### config.mk
export PLATFORM = sky130hd
export DESIGN_NAME = byte_stuffed_frame_receiver
export DESIGN_NICKNAME = d
export VERILOG_FILES = /design/src/bsfr_pkg.sv /design/src/bsfr_core.sv /design/src/bsfr_out_reg.sv /design/src/byte_stuffed_frame_receiver.sv
export SDC_FILE = /design/constraint.sdc
export NUM_CORES = 1
export LEC_CHECK = 0
export BUFFER_PORTS_ARGS = -buffer_cell sky130_fd_sc_hd__buf_2
export CORE_MARGIN = 4
export CORE_UTILIZATION = 45
export CTS_CLUSTER_SIZE = 16
export DETAILED_ROUTE_END_ITERATION = 6
export PLACE_DENSITY = 0.76
export SYNTH_ARGS = -nofsm -noshare
export SYNTH_HDL_FRONTEND = slang
export SYNTH_HIERARCHICAL = 1
export SYNTH_SLANG_ARGS = --single-unit
### constraint.sdc
create_clock -name aclk -period 12.6 [get_ports aclk]
set_input_delay 0.63 -clock aclk [delete_from_list [all_inputs] [get_ports aclk]]
set_output_delay 0.63 -clock aclk [all_outputs]
set_load 0.01 [all_outputs]
### src/bsfr_pkg.sv
// Package for the byte-stuffed frame receiver.
// Holds the phase type, the register map, the configuration and result structs.
// No dependencies; every other file imports it.
package bsfr_pkg;

    typedef enum logic [1:0] {
        PH_IDLE = 2'd0,
        PH_LEN  = 2'd1,
        PH_OP   = 2'd2,
        PH_DATA = 2'd3
    } phase_t;

    // Configuration register indexes.
    localparam logic [7:0] REG_MARKER      = 8'd0;
    localparam logic [7:0] REG_ESCAPE      = 8'd1;
    localparam logic [7:0] REG_ESC_MARKER  = 8'd2;
    localparam logic [7:0] REG_ESC_ESCAPE  = 8'd3;

    localparam logic [7:0] MARKER_RESET     = 8'd192;
    localparam logic [7:0] ESCAPE_RESET     = 8'd219;
    localparam logic [7:0] ESC_MARKER_RESET = 8'd220;
    localparam logic [7:0] ESC_ESCAPE_RESET = 8'd221;

    // Length byte and opcode byte precede the payload.
    localparam logic [8:0] HDR_BYTES = 9'd2;

    localparam logic KIND_HEADER  = 1'b0;
    localparam logic KIND_PAYLOAD = 1'b1;

    typedef struct packed {
        logic [7:0] marker_value;
        logic [7:0] escape_value;
        logic [7:0] escaped_marker_code;
        logic [7:0] escaped_escape_code;
    } cfg_t;

    typedef struct packed {
        logic       item_kind;
        logic [7:0] frame_length;
        logic [7:0] frame_opcode;
        logic [7:0] payload_byte;
        logic [7:0] payload_index;
        logic       frame_done;
        logic       too_short;
    } result_t;

endpackage

### src/bsfr_core.sv
// Unstuffing and frame parsing state for the byte-stuffed frame receiver.
// Consumes one byte per step and produces at most one result combinationally.
// Depends on bsfr_pkg.
module bsfr_core (
    input  logic              aclk,
    input  logic              aresetn,
    input  bsfr_pkg::cfg_t    cfg,
    input  logic              step,
    input  logic [7:0]        rx_byte,
    output logic              res_valid,
    output bsfr_pkg::result_t res
);
    import bsfr_pkg::*;

    phase_t     phase_reg,   phase_next;
    logic       esc_reg,     esc_next;
    logic [7:0] length_reg,  length_next;
    logic [7:0] opcode_reg,  opcode_next;
    logic [7:0] count_reg,   count_next;

    logic       is_marker;
    logic       starts_escape;
    logic       data_ok;
    logic [7:0] decoded;
    logic       hdr_done;
    logic       data_done;

    assign is_marker     = (rx_byte == cfg.marker_value);
    assign starts_escape = !esc_reg && (rx_byte == cfg.escape_value);
    assign data_ok       = !is_marker && !starts_escape;

    always_comb begin
        if (!esc_reg) begin
            decoded = rx_byte;
        end else if (rx_byte == cfg.escaped_escape_code) begin
            decoded = cfg.escape_value;
        end else if (rx_byte == cfg.escaped_marker_code) begin
            decoded = cfg.marker_value;
        end else begin
            decoded = rx_byte;
        end
    end

    // The header reports the count before any payload; a payload result
    // reports completion with the count already advanced past this byte.
    assign hdr_done  = ({1'b0, count_reg} + HDR_BYTES) >= {1'b0, length_reg};
    assign data_done = ({1'b0, count_reg} + HDR_BYTES + 9'd1) >= {1'b0, length_reg};

    // Next state.
    always_comb begin
        phase_next  = phase_reg;
        esc_next    = esc_reg;
        length_next = length_reg;
        opcode_next = opcode_reg;
        count_next  = count_reg;
        if (step) begin
            if (is_marker) begin
                phase_next = PH_LEN;
                count_next = 8'd0;
                esc_next   = 1'b0;
            end else if (starts_escape) begin
                esc_next = 1'b1;
            end else begin
                esc_next = 1'b0;
                unique case (phase_reg)
                    PH_LEN: begin
                        length_next = decoded;
                        phase_next  = PH_OP;
                    end
                    PH_OP: begin
                        opcode_next = decoded;
                        phase_next  = hdr_done ? PH_IDLE : PH_DATA;
                    end
                    PH_DATA: begin
                        count_next = count_reg + 8'd1;
                        if (data_done) begin
                            phase_next = PH_IDLE;
                        end
                    end
                    default: begin
                        phase_next = phase_reg;
                    end
                endcase
            end
        end
    end

    // Result.
    always_comb begin
        res_valid = step && data_ok && (phase_reg == PH_OP || phase_reg == PH_DATA);
        res.frame_length = length_reg;
        res.too_short    = (length_reg < HDR_BYTES[7:0]);
        unique case (phase_reg)
            PH_DATA: begin
                res.item_kind     = KIND_PAYLOAD;
                res.frame_opcode  = opcode_reg;
                res.payload_byte  = decoded;
                res.payload_index = count_reg;
                res.frame_done    = data_done;
            end
            default: begin
                res.item_kind     = KIND_HEADER;
                res.frame_opcode  = decoded;
                res.payload_byte  = 8'd0;
                res.payload_index = 8'd0;
                res.frame_done    = hdr_done;
            end
        endcase
    end

    always_ff @(posedge aclk) begin
        if (!aresetn) begin
            phase_reg  <= PH_IDLE;
            esc_reg    <= 1'b0;
            length_reg <= 8'd0;
            opcode_reg <= 8'd0;
            count_reg  <= 8'd0;
        end else begin
            phase_reg  <= phase_next;
            esc_reg    <= esc_next;
            length_reg <= length_next;
            opcode_reg <= opcode_next;
            count_reg  <= count_next;
        end
    end

    a_marker_restarts: assert property (@(posedge aclk) disable iff (!aresetn)
        step && is_marker |=> phase_reg == PH_LEN && count_reg == 8'd0 && !esc_reg)
        else $error("marker did not restart the frame");

    a_done_goes_idle: assert property (@(posedge aclk) disable iff (!aresetn)
        res_valid && res.frame_done |=> phase_reg == PH_IDLE)
        else $error("frame completed but parser did not return to idle");

    a_payload_in_range: assert property (@(posedge aclk) disable iff (!aresetn)
        phase_reg == PH_DATA |-> ({1'b0, count_reg} + HDR_BYTES) < {1'b0, length_reg})
        else $error("payload count ran past the frame length");

    a_short_is_done: assert property (@(posedge aclk) disable iff (!aresetn)
        res_valid && res.too_short |-> res.frame_done)
        else $error("short frame not flagged as done");

endmodule

### src/bsfr_out_reg.sv
// Result register of the byte-stuffed frame receiver.
// Holds one result until the downstream side takes it. Depends on bsfr_pkg.
module bsfr_out_reg (
    input  logic              aclk,
    input  logic              aresetn,
    input  logic              load,
    input  bsfr_pkg::result_t load_data,
    input  logic              m_ready,
    output logic              m_valid,
    output bsfr_pkg::result_t m_data
);
    import bsfr_pkg::*;

    logic    valid_reg, valid_next;
    result_t data_reg;

    always_comb begin
        if (load) begin
            valid_next = 1'b1;
        end else if (m_ready) begin
            valid_next = 1'b0;
        end else begin
            valid_next = valid_reg;
        end
    end

    always_ff @(posedge aclk) begin
        if (!aresetn) begin
            valid_reg <= 1'b0;
        end else begin
            valid_reg <= valid_next;
        end
    end

    always_ff @(posedge aclk) begin
        if (load) begin
            data_reg <= load_data;
        end
    end

    assign m_valid = valid_reg;
    assign m_data  = data_reg;

endmodule

### src/byte_stuffed_frame_receiver.sv
// Top level of the byte-stuffed frame receiver.
// Holds the configuration registers and the input register; depends on bsfr_pkg,
// bsfr_core and bsfr_out_reg.
//
// Usage:
//   Raw line bytes enter on s_rx_byte with s_valid/s_ready. Each request is
//   unstuffed and parsed; a frame yields a header result (item_kind 0) when its
//   opcode arrives and one payload result (item_kind 1) per payload byte, on
//   the m_ channel with m_valid/m_ready. Marker, escape and length bytes, and
//   bytes outside a frame, yield no result.
//   Path: an accepted byte waits in the input register, is parsed when the
//   result register is free or being emptied, and its result is registered there.
//   Throughput: one byte per cycle while the output does not stall, set by the
//   single parse step between the input register and the result register.
//   Stalls: when m_ready is low with a result pending, the parser stops and the
//   input register holds one more byte; s_ready then drops.
//   Reset (aresetn low, synchronous): the parser waits for a marker, both
//   registers empty, and the configuration returns to marker 192, escape 219,
//   escaped marker code 220 and escaped escape code 221. Configuration writes
//   (cfg_wr_en, cfg_index, cfg_wdata) take effect at once and belong in idle
//   periods; indexes beyond the fourth register are ignored.
module byte_stuffed_frame_receiver (
    input  logic       aclk,
    input  logic       aresetn,
    input  logic       cfg_wr_en,
    input  logic [7:0] cfg_index,
    input  logic [7:0] cfg_wdata,
    input  logic       s_valid,
    output logic       s_ready,
    input  logic [7:0] s_rx_byte,
    output logic       m_valid,
    input  logic       m_ready,
    output logic       m_item_kind,
    output logic [7:0] m_frame_length,
    output logic [7:0] m_frame_opcode,
    output logic [7:0] m_payload_byte,
    output logic [7:0] m_payload_index,
    output logic       m_frame_done,
    output logic       m_too_short
);
    import bsfr_pkg::*;

    cfg_t       cfg_reg;
    logic       in_valid_reg, in_valid_next;
    logic [7:0] in_byte_reg;
    logic       step;
    logic       res_valid;
    result_t    res;
    result_t    out_data;

    always_ff @(posedge aclk) begin
        if (!aresetn) begin
            cfg_reg.marker_value        <= MARKER_RESET;
            cfg_reg.escape_value        <= ESCAPE_RESET;
            cfg_reg.escaped_marker_code <= ESC_MARKER_RESET;
            cfg_reg.escaped_escape_code <= ESC_ESCAPE_RESET;
        end else if (cfg_wr_en) begin
            unique case (cfg_index)
                REG_MARKER:     cfg_reg.marker_value        <= cfg_wdata;
                REG_ESCAPE:     cfg_reg.escape_value        <= cfg_wdata;
                REG_ESC_MARKER: cfg_reg.escaped_marker_code <= cfg_wdata;
                REG_ESC_ESCAPE: cfg_reg.escaped_escape_code <= cfg_wdata;
                default: begin
                    cfg_reg <= cfg_reg;
                end
            endcase
        end
    end

    // The parser advances whenever a byte is held and the result register
    // is free or being emptied this cycle.
    assign step    = in_valid_reg && (!m_valid || m_ready);
    assign s_ready = !in_valid_reg || step;

    always_comb begin
        if (s_valid && s_ready) begin
            in_valid_next = 1'b1;
        end else if (step) begin
            in_valid_next = 1'b0;
        end else begin
            in_valid_next = in_valid_reg;
        end
    end

    always_ff @(posedge aclk) begin
        if (!aresetn) begin
            in_valid_reg <= 1'b0;
        end else begin
            in_valid_reg <= in_valid_next;
        end
    end

    always_ff @(posedge aclk) begin
        if (s_valid && s_ready) begin
            in_byte_reg <= s_rx_byte;
        end
    end

    bsfr_core u_core (
        .aclk      (aclk),
        .aresetn   (aresetn),
        .cfg       (cfg_reg),
        .step      (step),
        .rx_byte   (in_byte_reg),
        .res_valid (res_valid),
        .res       (res)
    );

    bsfr_out_reg u_out (
        .aclk      (aclk),
        .aresetn   (aresetn),
        .load      (res_valid),
        .load_data (res),
        .m_ready   (m_ready),
        .m_valid   (m_valid),
        .m_data    (out_data)
    );

    assign m_item_kind     = out_data.item_kind;
    assign m_frame_length  = out_data.frame_length;
    assign m_frame_opcode  = out_data.frame_opcode;
    assign m_payload_byte  = out_data.payload_byte;
    assign m_payload_index = out_data.payload_index;
    assign m_frame_done    = out_data.frame_done;
    assign m_too_short     = out_data.too_short;

endmodule
==> results of run 1 <==
cells in the mapped netlist (2+ instances only):
library cell,count
a211oi_1,2
nor2b_1,27
o22ai_1,25
a21o_1,2
ha_1,20
nand3_1,8
a21boi_4,2
o2bb2ai_2,8
nand3b_1,2
nand2_2,3
inv_1,16
xor2_1,12
o21ai_1,9
nor2_1,24
nand2_1,54
o21a_1,4
buf_1,2
nor4_2,2
nor4_1,4
buf_2,10
dfxtp_1,61
nor3_1,6
nand4_1,8
and3_1,7
a21oi_1,3
buf_6,5
nor4b_4,2
o211a_1,2
a21boi_0,3
buf_4,2
edfxtp_1,43
xnor2_1,36
clkbuf_1,11
mux2i_1,32
a211o_1,2
layout make-up:
cell class	count	area, sq um
tap	143	179
inverter	16	60.1
sequential	104	2510
multi-input combinational	342	2610
clock inverter	7	93.8
fill	987	5500
clock buffer	9	225
timing repair buffer	67	340
cells by family (layout without fill, tap and decap cells):
kind of cell,after synthesis,after routing
and+or+nand+nor,164,164
muxes,32,32
adders and majority gates,20,20
buffers and inverters,46,99
DFF,104,104
AOI/OAI and AO/OA,78,78
xor gates and xnor gates,48,48
worst max-delay path, cell delays in order (launching register included):
cell and delay, ps:
dfxtp_1 530, ha_1 390, xor2_1 310, and3_1 250
a21boi_4 230, xor2_1 190, ha_1 270, a21o_1 160
a211oi_1 210, o21ai_0 200, a2111oi_4 480, o311ai_1 200
o311a_1 180
metrics by stage:
step	hold slack, ps	instances	worst slack (ps)
6_report	453	688	8900
5_1_grt	443	688	8630
4_1_cts	442	688	8940
3_5_place_dp	449	672	9000
3_3_place_gp	452	672	9220
2_1_floorplan	430	492	7980
metal layers:
| metal | track usage | up-vias | part of all wire |
|---|---|---|---|
| li1 | - | 1859 | - |
| met4 | 0.0550 | 0 | 0.017 |
| met5 | 0 | - | 0 |
| met2 | 0.297 | 94 | 0.49 |
| met1 | 0.224 | 1783 | 0.44 |
| met3 | 0.0416 | 15 | 0.046 |
final timing paths:
check	from	endpoint	depth (start not counted)
worst max register to register	u_core/count_reg[2]	u_core/phase_reg[0]	12
worst min register to register	u_core/length_reg[3]	u_out/m_data[29]	0
worst min-delay path	s_rx_byte[2]	in_byte_reg[2]	1
worst max-delay path	u_core/count_reg[2]	u_core/phase_reg[0]	12
power by group:
group | total (uW) | internal, uW | switching, uW
registers | 359 | 352 | 6.86
clock network | 296 | 174 | 122
logic | 31.3 | 13.4 | 17.8
total | 686 | 539 | 147
==> results.cfg, run 1 <==
[outcome]
status = finished, final reports clean

[floorplanning]
fp.dieArea_sq_mm = 0.0137
fp-row-count = 39
die_x_microns = 117
die_h_microns = 117
coreArea_sq_mm = 0.0115
ios = 66
initial_core_util = 0.464

[placement]
dpl_cell_area_sq_mm = 0.00570
gp_congestion = 0.856
io_buffers = 65
dpl.hpwl_microns = 8310

[synthesis]
syn_inst = 492
synth-xor-area-share = 0.0787
yosysTopAreaCell = edfxtp_1
synthArstFlopShare = 0
synth_fa_ha_area_frac = 0.0468
seq_area_frac_synth = 0.470
muxShareOfSynthArea = 0.0600
synth_area_sq_mm = 0.00534
synth_compound_area_frac = 0.126
syn_nets = 541
synth_edf_count = 43
yosys.area.top_type_share = 0.242
ys_seq_elements = 104
synth_top_family_by_area = simple AND/OR/NAND/NOR gates
synth.top_cells.by_area = edfxtp_1 (24%), dfxtp_1 (23%), mux2i_1 (6.0%)
yosysWarnings = 6
avgSynthCellArea_sq_um = 10.9
ys_types = 68
synth_flop_cell = dfxtp_1
yosys.area_share.simple = 0.176

[critical_path]
startpoint_type = flip-flop
critPathArrivalTime_ps = 3940
worstSetupPathType = flip-flop to flip-flop
rrSetupSlack_ps = 8900
worstPathMaxFanout = 9
crit_path_end_kind = flip-flop
required_ps = 12840

[pwr]
p_leak_uw = 0.00228
power_uw = 686
vdd_drop_max_mv = 0.130
power_density_mw_per_mm2 = 114

[cts]
tritoncts = built
cts_max_path_buffers = 2
ctsHoldBuffers = 0
cts_resized = 0
cts_sinks = 104
htreeDepth = 3
clkTransAtPathRegs_ps = 70
clock_latency_ps = 350
clockRootBuffer = clkbuf_16
cts_buffers = 9
post-cts-setup-buffer-count = 0

[sta]
setup-tns-final_ps = 0
slew_viol_final = 0
worst_pin_slew_ps = 1060
fmax_mhz = 270
rsz0062_at_grt = false
period_share = 0.294
finalHoldViolations = 0
finalClockSkew_ps = 5.40
fin_crit_ps = 3700
setup_viol = 0
slew_headroom = 0.292

[hold_path]
min_path_type = input port to flip-flop

[routing]
via_per_inst = 5.45
vias = 3751
drt-initial-drc-count = 267
routedWlPerCell_microns = 16.5
drtAntennaViolNets = 0
firstDrtPassIters = 4
wl_microns = 11300
drc = 0

[layout]
largest_reg_flops = 35
area_delta_synth_final_pct = 12.6
drive_above_1_share = 0.209
antenna_cells = 0
layout_common_cells = buf_2 (65), dfxtp_1 (61), nand2_1 (54), edfxtp_1 (43), xnor2_1 (36)
final_util = 0.522
nets = 589
design_area_sq_mm = 0.00602
layout_commonest_cell = buf_2

[global_route]
grt_pass1_vias = 3771
antenna_found_initial = 0
grt_max_degree = 73
overflow = 0
grt_pass1_wl_microns = 18800
track_usage = 0.176

[job]
maxCapViolations = 0
(Power assumes the default switching activity.)
==> run 2, diff against run 1 <==
--- a/config.mk
+++ b/config.mk
@@ -5,6 +5,7 @@
 export SDC_FILE = /design/constraint.sdc
 export NUM_CORES = 1
 export LEC_CHECK = 0
+export ABC_AREA = 1
 export BUFFER_PORTS_ARGS = -buffer_cell sky130_fd_sc_hd__buf_2
 export CORE_MARGIN = 4
 export CORE_UTILIZATION = 45
==> constraint.sdc (replaced) <==
create_clock -name aclk -period 3.76 [get_ports aclk]
set_input_delay 0.188 -clock aclk [delete_from_list [all_inputs] [get_ports aclk]]
set_output_delay 0.188 -clock aclk [all_outputs]
set_load 0.01 [all_outputs]
==> results.cfg, run 2 <==
[critical_path]
rr_endpoint = u_core/phase_reg[1]
required_ps = 4040
worstReg2RegStart = u_core/count_reg[1]
startpoint_type = flip-flop
rrSetupSlack_ps = 1000
worstSetupPathType = flip-flop to flip-flop
reg2regPathDepth = 19
crit_path_end_kind = flip-flop
worstPathMaxFanout = 5
critPathArrivalTime_ps = 3040

[cts]
clock_latency_ps = 350
cts_max_path_buffers = 2
post-cts-setup-buffer-count = 0
clockRootBuffer = clkbuf_16
clkTransAtPathRegs_ps = 70
tritoncts = built
cts_buffers = 9
htreeDepth = 3
cts_sinks = 104

[pwr]
seqPwrFrac = 0.548
p_comb_frac = 0.053
swShare = 0.234
power_density_mw_per_mm2 = 342
p_int_uw = 1670
p_leak_uw = 0.00302
vdd_drop_max_mv = 0.265
clkPwrFrac = 0.399
p_switching_uw = 509

[routing]
drt-initial-drc-count = 382
wl_microns = 12600
via_per_inst = 4.96
routedWlPerCell_microns = 13.1
vias = 4743
drc = 0
drtAntennaViolNets = 0
firstDrtPassIters = 5

[synthesis]
synthArstFlopShare = 0
synth_area_sq_mm = 0.00571
seq_area_frac_synth = 0.440
synth_edf_count = 43
synth_flop_cell = dfxtp_1
yosys.area.top_type_share = 0.226
avgSynthCellArea_sq_um = 7.81
syn_inst = 731
synth.top_cells.by_area = edfxtp_1 (23%), dfxtp_1 (21%), nand2_1 (12%)
ys_seq_elements = 104
synth.most_common_cell = nand2_1
yosysTopAreaCell = edfxtp_1
syn_nets = 780
yosysWarnings = 6
ys_types = 38
synth_common_cells = nand2_1 (184), nand3_1 (108), inv_1 (89), dfxtp_1 (61), nor2_1 (59)

[layout]
antenna_cells = 0
layout_commonest_cell = nand2_1
drive_above_1_share = 0.132
final_util = 0.521
layout_common_cells = nand2_1 (184), nand3_1 (108), inv_1 (89), buf_2 (65), dfxtp_1 (61)
area_delta_synth_final_pct = 11.5
nets = 832
largest_reg_flops = 35

[hold_path]
min_path_type = input port to flip-flop
hp-start = s_rx_byte[5]
hold_end = in_byte_reg[5]
hold_depth = 1

[sta]
setup_viol = 0
worst_pin_slew_ps = 991
fmax_mhz = 362
setup-tns-final_ps = 0
slew_headroom = 0.338
finalClockSkew_ps = 8.86
rsz0062_at_grt = false
fin_crit_ps = 2760
slew_viol_final = 0
period_share = 0.734
whs_ps = 15.7
finalHoldViolations = 0

[floorplanning]
die_x_microns = 121
coreArea_sq_mm = 0.0122
ios = 66
fp-row-count = 40
die_h_microns = 121
initial_core_util = 0.468
fp.dieArea_sq_mm = 0.0146

[outcome]
status = finished, final reports clean

[global_route]
antenna_found_initial = 0
grt.busiest_layer = met2
grt_use_met2 = 0.274
track_usage = 0.179
overflow = 0
grt_pass1_wl_microns = 21000
use_met3 = 0.0393
grt_pass1_vias = 4285
met1_usage = 0.254
grt_max_degree = 40

[placement]
io_buffers = 65
dpl.hpwl_microns = 9040
gp_congestion = 0.939

[job]
maxCapViolations = 0
-- run 2: cell count changes in the layout (fill, tap and decap cells not counted), moves of 18 or more --
cell	delta
nand2_1	+130
nand3_1	+100
inv_1	+73
a21oi_1	+45
nor2_1	+35
mux2i_1	-32
nor2b_1	-27
o22ai_1	-25
xnor2_1	-18
-- run 2: how the worst max path moves through the flow --
stage,cells after the start,endpoint,slack [ps],from
floorplan,3,u_out/m_data[0],940,u_out/m_valid
global placement,20,u_core/phase_reg[0],1150,u_core/count_reg[1]
detailed placement,19,u_core/phase_reg[1],1060,u_core/count_reg[1]
CTS,19,u_core/phase_reg[1],1030,u_core/count_reg[1]
global route,17,u_core/phase_reg[1],700,u_core/count_reg[2]
finish,19,u_core/phase_reg[1],1000,u_core/count_reg[1]
-- run 2: metal layers --
layer  routed length, microns  vias up
li1                         -     2453
met1                     5990     2124
met2                     5570      145
met3                      803       21
met4                      189        0
met5                        0        -
-- run 2: cell type report --
cell class,instances,area [sq um]
Tap cell,168,210
Clock inverter,6,43.8
Fill cell,1189,5850
Inverter,91,347
Clock buffer,10,229
Timing Repair Buffer,72,388
Sequential cell,104,2510
Multi-Input combinational cell,505,2640
-- run 2: critical path: stages (launching register included) --
cell and delay, ps:
dfxtp_1 400, inv_1 120, ha_1 340, inv_1 80, nand2_1 50, nor2_1 170, nand2_1 80, nor2_1 160
xnor2_1 140, inv_1 50, ha_1 290, a21oi_1 130, nand2_1 60, nand2_1 50, nand3_1 120, nand2_1 160
nand2_1 60, nand2_1 70, inv_1 40, nor2_1 110
-- run 2: timing repair --
item | CTS | global route
resized for setup | 0 | 0
hold buffers | 3 | 1
endpoints found under the hold margin | 3 | 1
endpoints found under the setup margin | 0 | 0
-- run 2: cell families after synthesis --
kind of cell	count (synthesis)	share of synthesized area
buf+inv	122	0.100
xor+xnor	39	0.0611
simple gates	382	0.295
flops	104	0.440
compound gates	64	0.0598
fa+ha+maj	20	0.0438
-- run 2: metrics by stage --
stage                     area, sq um  instances  power [uW]  setup slack, ps
after CTS                        6350        955        2190             1030
after detailed placement         6050        936        1330             1060
final                            6360        956        2180              999
after floorplan                  5710        731        1300              939
after global placement           6050        936        1330             1150
after global routing             6360        956        2260              703
-- run 2: power groups by stage --
| stage | clock, uW | sequential (uW) | combinational (uW) |
|---|---|---|---|
| 3_3_place_gp | 0 | 1220 | 111 |
| 2_1_floorplan | 0 | 1200 | 97.0 |
| 6_report | 870 | 1190 | 116 |
| 4_1_cts | 887 | 1190 | 114 |
| 5_1_grt | 938 | 1190 | 131 |
| 3_5_place_dp | 0 | 1220 | 111 |
